## config.mk

```make
export PLATFORM = sky130hd
export DESIGN_NAME = frame_energy_zero_crossing_product_flat
export DESIGN_NICKNAME = d
export VERILOG_FILES = /design/src/rtl/fezc_pkg.sv /design/src/rtl/fezc_req_if.sv /design/src/rtl/fezc_rsp_if.sv /design/src/rtl/fezc_ctrl.sv /design/src/rtl/fezc_datapath.sv /design/src/rtl/frame_energy_zero_crossing_product.sv /design/src/flat_wrapper.sv
export SDC_FILE = /design/constraint.sdc
export NUM_CORES = 2
export LEC_CHECK = 0
export BUFFER_PORTS_ARGS = -buffer_cell sky130_fd_sc_hd__buf_2
export CORE_MARGIN = 3
export CORE_UTILIZATION = 45
export DETAILED_ROUTE_END_ITERATION = 6
export PLACE_DENSITY = 0.57
export SYNTH_ARGS = -nofsm -noshare
export SYNTH_HDL_FRONTEND = slang
export SYNTH_HIERARCHICAL = 1
export SYNTH_SLANG_ARGS = --single-unit
```

## constraint.sdc

```tcl
create_clock -name clock -period 19.83 [get_ports clock]
set_clock_uncertainty 0.2 [all_clocks]
set_input_delay 0.9915 -clock clock [delete_from_list [all_inputs] [get_ports clock]]
set_output_delay 0.9915 -clock clock [all_outputs]
set_load 0.005 [all_outputs]
```

## src/rtl/fezc_pkg.sv

```systemverilog
package fezc_pkg;

   localparam int SAMPLE_W   = 16;
   localparam int MAG_W      = 16;
   localparam int SQUARE_W   = 31;
   localparam int ENERGY_W   = 43;
   localparam int CROSS_W    = 12;
   localparam int PRODUCT_W  = 54;
   localparam int SUM_W      = ENERGY_W + 1;

   // energy holds at 2^42, crossings at all ones
   localparam logic [SUM_W-1:0]   ENERGY_CAP = SUM_W'(1) << (ENERGY_W - 1);
   localparam logic [CROSS_W-1:0] CROSS_CAP  = '1;

   typedef struct packed {
      logic load_sample;
      logic load_product;
   } cmd_type;

endpackage

```

## src/rtl/fezc_req_if.sv

```systemverilog
interface fezc_req_if
   import fezc_pkg::*;
   ();
   logic                       valid;
   logic                       ready;
   logic signed [SAMPLE_W-1:0] sample;
   logic                       frame_end;

   modport source (output valid, output sample, output frame_end, input ready);
   modport sink (input valid, input sample, input frame_end, output ready);
endinterface

```

## src/rtl/fezc_rsp_if.sv

```systemverilog
interface fezc_rsp_if
   import fezc_pkg::*;
   ();
   logic                  valid;
   logic                  ready;
   logic [ENERGY_W-1:0]   energy;
   logic [CROSS_W-1:0]    crossings;
   logic [PRODUCT_W-1:0]  energy_zero_product;

   modport source (output valid, output energy, output crossings,
                   output energy_zero_product, input ready);
   modport sink (input valid, input energy, input crossings,
                 input energy_zero_product, output ready);
endinterface

```

## src/rtl/fezc_ctrl.sv

```systemverilog
module fezc_ctrl
   import fezc_pkg::*;
(
   input  logic    clock,
   input  logic    reset,
   input  logic    req_valid,
   input  logic    req_frame_end,
   output logic    req_ready,
   output logic    rsp_valid,
   input  logic    rsp_ready,
   output cmd_type cmd
);

   typedef enum logic [1:0] {
      ST_RUN,
      ST_DRAIN,
      ST_MULT,
      ST_SEND
   } state_type;

   state_type state_ff, state_in;
   logic      accept;

   assign req_ready        = (state_ff == ST_RUN);
   assign rsp_valid        = (state_ff == ST_SEND);
   assign accept           = req_valid && req_ready;
   assign cmd.load_sample  = accept;
   assign cmd.load_product = (state_ff == ST_MULT);

   always_comb begin
      state_in = state_ff;
      case (state_ff)
         ST_RUN: begin
            if (accept && req_frame_end) state_in = ST_DRAIN;
         end
         ST_DRAIN: state_in = ST_MULT;
         ST_MULT:  state_in = ST_SEND;
         ST_SEND: begin
            if (rsp_ready) state_in = ST_RUN;
         end
         default: state_in = ST_RUN;
      endcase
   end

   always_ff @(posedge clock) begin
      if (reset) begin
         state_ff <= ST_RUN;
      end else begin
         state_ff <= state_in;
      end
   end

endmodule

```

## src/rtl/fezc_datapath.sv

```systemverilog
module fezc_datapath
   import fezc_pkg::*;
(
   input  logic                       clock,
   input  logic                       reset,
   input  cmd_type                    cmd,
   input  logic signed [SAMPLE_W-1:0] sample,
   input  logic                       frame_end,
   output logic [ENERGY_W-1:0]        energy,
   output logic [CROSS_W-1:0]         crossings,
   output logic [PRODUCT_W-1:0]       product
);

   // square stage
   logic                 sq_valid_ff;
   logic [SQUARE_W-1:0]  square_ff;
   logic                 neg_ff;
   logic                 first_ff;
   logic                 mid_frame_ff;

   // accumulate stage
   logic [ENERGY_W-1:0]  energy_ff, energy_in;
   logic [CROSS_W-1:0]   cross_ff, cross_in;
   logic                 prev_neg_ff;
   logic [PRODUCT_W-1:0] product_ff;

   logic                 neg;
   logic [MAG_W-1:0]     mag;
   logic [2*MAG_W-1:0]   mag_sq;
   logic [ENERGY_W-1:0]  energy_base;
   logic [SUM_W-1:0]     energy_sum;
   logic [ENERGY_W+CROSS_W-1:0] product_full;

   assign neg    = sample[SAMPLE_W-1];
   // most negative sample negates to 0x8000, which reads right as unsigned
   assign mag    = neg ? MAG_W'(~sample + 1'b1) : MAG_W'(sample);
   assign mag_sq = mag * mag;

   assign energy_base = first_ff ? '0 : energy_ff;
   assign energy_sum  = {1'b0, energy_base} + SUM_W'(square_ff);
   assign energy_in   = (energy_sum > ENERGY_CAP) ? ENERGY_CAP[ENERGY_W-1:0]
                                                  : energy_sum[ENERGY_W-1:0];

   always_comb begin
      cross_in = first_ff ? '0 : cross_ff;
      if (!first_ff && (neg_ff != prev_neg_ff) && (cross_ff != CROSS_CAP)) begin
         cross_in = cross_ff + 1'b1;
      end
   end

   assign product_full = (ENERGY_W+CROSS_W)'(energy_ff) * (ENERGY_W+CROSS_W)'(cross_ff);

   always_ff @(posedge clock) begin
      if (reset) begin
         sq_valid_ff  <= 1'b0;
         mid_frame_ff <= 1'b0;
      end else begin
         sq_valid_ff <= cmd.load_sample;
         if (cmd.load_sample) mid_frame_ff <= !frame_end;
      end
   end

   always_ff @(posedge clock) begin
      if (cmd.load_sample) begin
         square_ff <= mag_sq[SQUARE_W-1:0];
         neg_ff    <= neg;
         first_ff  <= !mid_frame_ff;
      end
      if (sq_valid_ff) begin
         energy_ff   <= energy_in;
         cross_ff    <= cross_in;
         prev_neg_ff <= neg_ff;
      end
      if (cmd.load_product) product_ff <= product_full[PRODUCT_W-1:0];
   end

   assign energy    = energy_ff;
   assign crossings = cross_ff;
   assign product   = product_ff;

endmodule

```

## src/rtl/frame_energy_zero_crossing_product.sv

```systemverilog
// frame energy and zero crossing product: signed 16-bit samples stream in on req, grouped
// into frames by frame_end; for each frame the block sums the squared samples (saturating
// at 2^42), counts sign changes between neighboring samples of the frame (zero counts as
// positive, saturating at 4095) and, on the last sample, returns energy, crossing count and
// their product on rsp. within a frame a sample is taken every cycle; the squarer is one
// registered stage and the accumulator the next. after the last sample of a frame, req
// stays not ready while the block steps through accept, accumulate and multiply (43x12
// product register) and then holds the result on rsp until it is transferred; rsp valid
// rises after the drain and multiply states that follow the accept, and req ready returns
// the cycle after the rsp transfer. the sums stay exact for frames of up to 4096 samples
module frame_energy_zero_crossing_product
   import fezc_pkg::*;
(
   input  logic       clock,
   input  logic       reset,
   fezc_req_if.sink   req,
   fezc_rsp_if.source rsp
);

   // command bundle from the controller into the datapath
   cmd_type cmd;

   // sequencer: handshakes and the end-of-frame drain
   fezc_ctrl u_ctrl (
      .clock         (clock),
      .reset         (reset),
      .req_valid     (req.valid),
      .req_frame_end (req.frame_end),
      .req_ready     (req.ready),
      .rsp_valid     (rsp.valid),
      .rsp_ready     (rsp.ready),
      .cmd           (cmd)
   );

   // squarer, accumulators and final product; result registers feed rsp directly
   fezc_datapath u_datapath (
      .clock     (clock),
      .reset     (reset),
      .cmd       (cmd),
      .sample    (req.sample),
      .frame_end (req.frame_end),
      .energy    (rsp.energy),
      .crossings (rsp.crossings),
      .product   (rsp.energy_zero_product)
   );

endmodule
```

## src/flat_wrapper.sv

```systemverilog
// flat-port wrapper written by rule: the top's interface ports become plain ports
module frame_energy_zero_crossing_product_flat import fezc_pkg::*;
  (clock, reset, req_valid, req_sample, req_frame_end, req_ready, rsp_valid, rsp_energy, rsp_crossings, rsp_energy_zero_product, rsp_ready);
  fezc_req_if req_i ();
  fezc_rsp_if rsp_i ();
  input  logic clock;
  input  logic reset;
  input wire logic [$bits(req_i.valid)-1:0] req_valid;
  input wire logic [$bits(req_i.sample)-1:0] req_sample;
  input wire logic [$bits(req_i.frame_end)-1:0] req_frame_end;
  output wire logic [$bits(req_i.ready)-1:0] req_ready;
  output wire logic [$bits(rsp_i.valid)-1:0] rsp_valid;
  output wire logic [$bits(rsp_i.energy)-1:0] rsp_energy;
  output wire logic [$bits(rsp_i.crossings)-1:0] rsp_crossings;
  output wire logic [$bits(rsp_i.energy_zero_product)-1:0] rsp_energy_zero_product;
  input wire logic [$bits(rsp_i.ready)-1:0] rsp_ready;
  assign req_i.valid = req_valid;
  assign req_i.sample = req_sample;
  assign req_i.frame_end = req_frame_end;
  assign req_ready = req_i.ready;
  assign rsp_valid = rsp_i.valid;
  assign rsp_energy = rsp_i.energy;
  assign rsp_crossings = rsp_i.crossings;
  assign rsp_energy_zero_product = rsp_i.energy_zero_product;
  assign rsp_i.ready = rsp_ready;
  frame_energy_zero_crossing_product u_core (.clock(clock), .reset(reset), .req(req_i), .rsp(rsp_i));
endmodule
```

==> results_tabular.tex <==
\begin{tabular}{lr}
\hline
Metric & Value \\
\hline
\multicolumn{2}{l}{\textbf{Placed design}} \\
Port Buffers & around 130 \\
Worst setup slack before clock tree synthesis & about 9.4 ns \\
DP Wirelength & 60.1 mm \\
Weighted congestion reported at the end of routability-driven placement & roughly 0.89 \\
\multicolumn{2}{l}{\textbf{Worst setup path}} \\
Sum of buffers and inverters on the critical path & 8 \\
CP endpoint kind & flop \\
Data arrival time of the critical path & around 10 ns \\
Dominant cell type by count on the critical path & fa\_1 \\
CP max stage cell & a221oi\_1 \\
Setup Crit Path Kind & in -> reg \\
Stages on worst setup path & 32 \\
Maximum single-stage delay on the critical path & just over 0.6 ns \\
Launching element type of the critical path & primary input \\
Family of cells with the greatest summed delay on the critical path & adder cells \\
Number of cells on the worst reg-to-reg path & 20 \\
Worst Path Required & between 15 and 20 ns \\
Maximum fanout encountered on the critical timing path & 17 \\
\multicolumn{2}{l}{\textbf{Min path}} \\
Hold Path Depth & 1 \\
Worst hold path type & reg -> reg \\
\multicolumn{2}{l}{\textbf{STA}} \\
Setup TNS Final & 0 ns \\
Setup repair after global routing missed its margin & no \\
Period minus WS final & about 10 ns \\
Final period util & 50.3\% \\
Rel. slew slack & between 20\% and 30\% \\
Maximum clock frequency & 100 MHz \\
Slew @ Worst Pin & $\sim$1.1 ns \\
Number of failing setup endpoints in the final timing report & 0 \\
Final Slew Violations & 0 \\
Final-report hold violation count & 0 \\
Crit path setup slack, layout & about 9.9 ns \\
\multicolumn{2}{l}{\textbf{CTS}} \\
Clock latency on the worst-skew pair & 0.50 ns \\
TritonCTS clock tree & done \\
Buffer type at the clock tree root & clkbuf\_16 \\
\# H-tree levels & 4 \\
Buffers inserted during post-CTS setup optimization & 0 \\
Number of buffers inserted during clock tree synthesis & 17 \\
Hold buffers post-CTS & 0 \\
Number of buffers on the longest clock path & 2 \\
Clock Sink Count & 146 \\
Cells resized by post-CTS repair & 0 \\
Clock-pin slew of the registers on the worst-case setup and hold paths & approximately 0.07 ns \\
\multicolumn{2}{l}{\textbf{Layout}} \\
Net total in the final layout & just over 4000 \\
Synth-to-layout area growth & 6.87\% \\
Fraction of final layout cells with drive strength greater than 1 & slightly below 7\% \\
N\_diodes & 0 \\
Multi-input gate area in the final layout & $\sim$23000 µm² \\
Sequential Area & roughly 4300 µm² \\
Number of fill cells & 6140 \\
\multicolumn{2}{l}{\textbf{Die}} \\
Core region area & between 60000 and 70000 µm² \\
Die boundary width & roughly 260 µm \\
Total Die Area & slightly below 70000 µm² \\
Initial cell density of the core & 45.9\% \\
Overall die height & $\sim$260 µm \\
Io pins & 132 \\
Standard-cell row count & 93 \\
\multicolumn{2}{l}{\textbf{Detailed routing}} \\
Routed via count & roughly 22000 \\
Final routed DRC violation total & 0 \\
Average wire per standard cell & between 15 and 20 µm \\
Antenna viol nets, final & 0 \\
Post-detailed-route via-to-cell ratio & 5.29 \\
DR pass1 iterations & 7 \\
Routed wire length & roughly 80 mm \\
First-iteration detailed-routing DRC count & around 1400 \\
\multicolumn{2}{l}{\textbf{Yosys}} \\
Post-synth top area share & 38.3\% \\
Cell Area, Synth & between 20000 and 30000 µm² \\
Sequential cell area fraction in the yosys report & between 10 and 15\% \\
Gate count of the mapped netlist & around 3200 \\
Cell accounting for the most synthesized area & fa\_1 \\
Fraction of synthesis flops using an asynchronous set or reset pin & 0\% \\
Most repeated cell in the gate-level netlist after synthesis & inv\_1 \\
Number of distinct library cells after synthesis & slightly above 80 \\
Flip-flop cell with the highest count after synthesis & edfxtp\_1 \\
Count of flip-flops with a built-in enable after synthesis & approximately 140 \\
Warnings, synthesis & 6 \\
Syn avg cell area & $\sim$9.2 µm² \\
Synthesis-stage register bit count & approximately 150 \\
Leading post-synthesis cells by instance count & inv\_1 (608), fa\_1 (572), nand2\_1 (507) \\
Largest cells by area after synthesis & fa\_1 (38\%), edfxtp\_1 (14\%), ha\_1 (9.2\%) \\
\multicolumn{2}{l}{\textbf{Job}} \\
MaxCap Viol Count & 0 \\
\multicolumn{2}{l}{\textbf{GRT}} \\
Overall Global Routing Usage & about 23\% \\
Antenna violations before repair & 2 \\
Total global routing overflow & 0 \\
Vias in the first global route & 23655 \\
First-pass GRT wire length & between 100 and 150 mm \\
Maximum number of pins on one net before global-route repair & 56 \\
\multicolumn{2}{l}{\textbf{Run status}} \\
Run status & completed \\
\hline
\end{tabular}
## state kept, by name, summed over array words and instances, names as in the netlist
name	flops
u_core/u_datapath/prev_neg_ff	1
u_core/u_datapath/product	54
u_core/u_datapath/mid_frame_ff	1
u_core/u_ctrl/state_ff	2
u_core/u_datapath/square_ff	30
u_core/u_datapath/neg_ff	1
u_core/u_datapath/first_ff	1
u_core/u_datapath/crossings	12
u_core/u_datapath/energy	43
u_core/u_datapath/sq_valid_ff	1
## area by class of cell
cell class | count | share of cell area, %
Sequential cell | 146 | 13.6
Inverter | 616 | 7.24
Timing Repair Buffer | 161 | 2.76
Multi-Input combinational cell | 2336 | 71.1
Tap cell | 855 | 3.35
Clock inverter | 14 | 0.600
Clock buffer | 18 | 1.38
## layer usage
metal	track usage [%]	up-vias	wire, µm
li1	-	10089	-
met1	31.3	11127	35000
met2	38.7	619	37400
met3	4.14	88	4310
met4	4.90	0	1100
met5	0	-	0
## cell families (layout without fill, tap and decap cells)
kind of cell	after synthesis	count (layout)	synth area share [%]
compound gates	340	340	7.67
xor+xnor	140	140	4.10
fa+ha+maj	792	792	47.5
buf+inv	764	809	9.64
flops	146	146	14.5
mux	5	5	0.180
other cells	2	11	0.0251
simple gates	1048	1048	16.3
## final timing paths
path / start / endpoint / slack, ns
min reg2reg: u_core/u_datapath/mid_frame_ff / u_core/u_datapath/first_ff / 0.25
min: u_core/u_datapath/mid_frame_ff / u_core/u_datapath/first_ff / 0.25
max: req_sample[0] / u_core/u_datapath/square_ff[30] / 9.85
max reg2reg: u_core/u_datapath/crossings[10] / u_core/u_datapath/product[51] / 11.52
## worst reg2reg max path, delay by kind of cell, from the launching register on
| family | cells | cell delay (ns) |
|---|---|---|
| AO/OA/AOI/OAI | 5 | 1.82 |
| adder cells (fa/ha/maj) | 6 | 2.91 |
| XOR/XNOR | 1 | 0.11 |
| AND/OR/NAND/NOR | 6 | 1.41 |
| flip-flops | 1 | 1.06 |
| buffers and inverters | 2 | 0.56 |
## per-stage QoR
| stage | hold slack (ns) | util (%) | std cells | cell area [µm²] |
|---|---|---|---|---|
| after floorplan | 0.228 | - | 3246 | 29900 |
| after global placement | 0.233 | 48.1 | 4114 | 31300 |
| after detailed placement | 0.238 | 48.1 | 4114 | 31300 |
| after CTS | 0.254 | 49.1 | 4146 | 31900 |
| after global routing | 0.282 | 49.1 | 4146 | 31900 |
| final | 0.252 | 49.1 | 4146 | 31900 |
## cells in the final DEF (no fill, tap or decap), drive strengths merged, types with 4 or more instances in the layout
| master | Yosys | layout |
|---|---|---|
| inv | 609 | 616 |
| fa | 572 | 572 |
| nand2 | 507 | 507 |
| ha | 220 | 220 |
| and2 | 167 | 167 |
| buf | 6 | 161 |
| nor2 | 158 | 158 |
| edfxtp | 142 | 142 |
| xnor2 | 87 | 87 |
| a21oi | 85 | 85 |
| o21ai | 80 | 80 |
| nor2b | 61 | 61 |
| xor2 | 53 | 53 |
| a21o | 41 | 41 |
| nand3 | 36 | 36 |
| nor3 | 30 | 30 |
| and3 | 21 | 21 |
| nand4 | 18 | 18 |
| clkbuf | 142 | 18 |
| a31oi | 18 | 18 |
| o21bai | 15 | 15 |
| nand2b | 13 | 13 |
| o21a | 13 | 13 |
| o31ai | 13 | 13 |
| or3 | 11 | 11 |
| conb | 2 | 11 |
| a211oi | 10 | 10 |
| clkinv | 7 | 10 |
| o41ai | 8 | 8 |
| and4 | 5 | 5 |
| a31o | 5 | 5 |
| o21ba | 5 | 5 |
| a21boi | 5 | 5 |
| or4 | 4 | 4 |
| a41oi | 4 | 4 |
| or2 | 4 | 4 |
| dfxtp | 4 | 4 |
| nor4 | 4 | 4 |
Power is not shown: default switching activity piles up to over one toggle a cycle in this logic, so the estimate is an artifact.
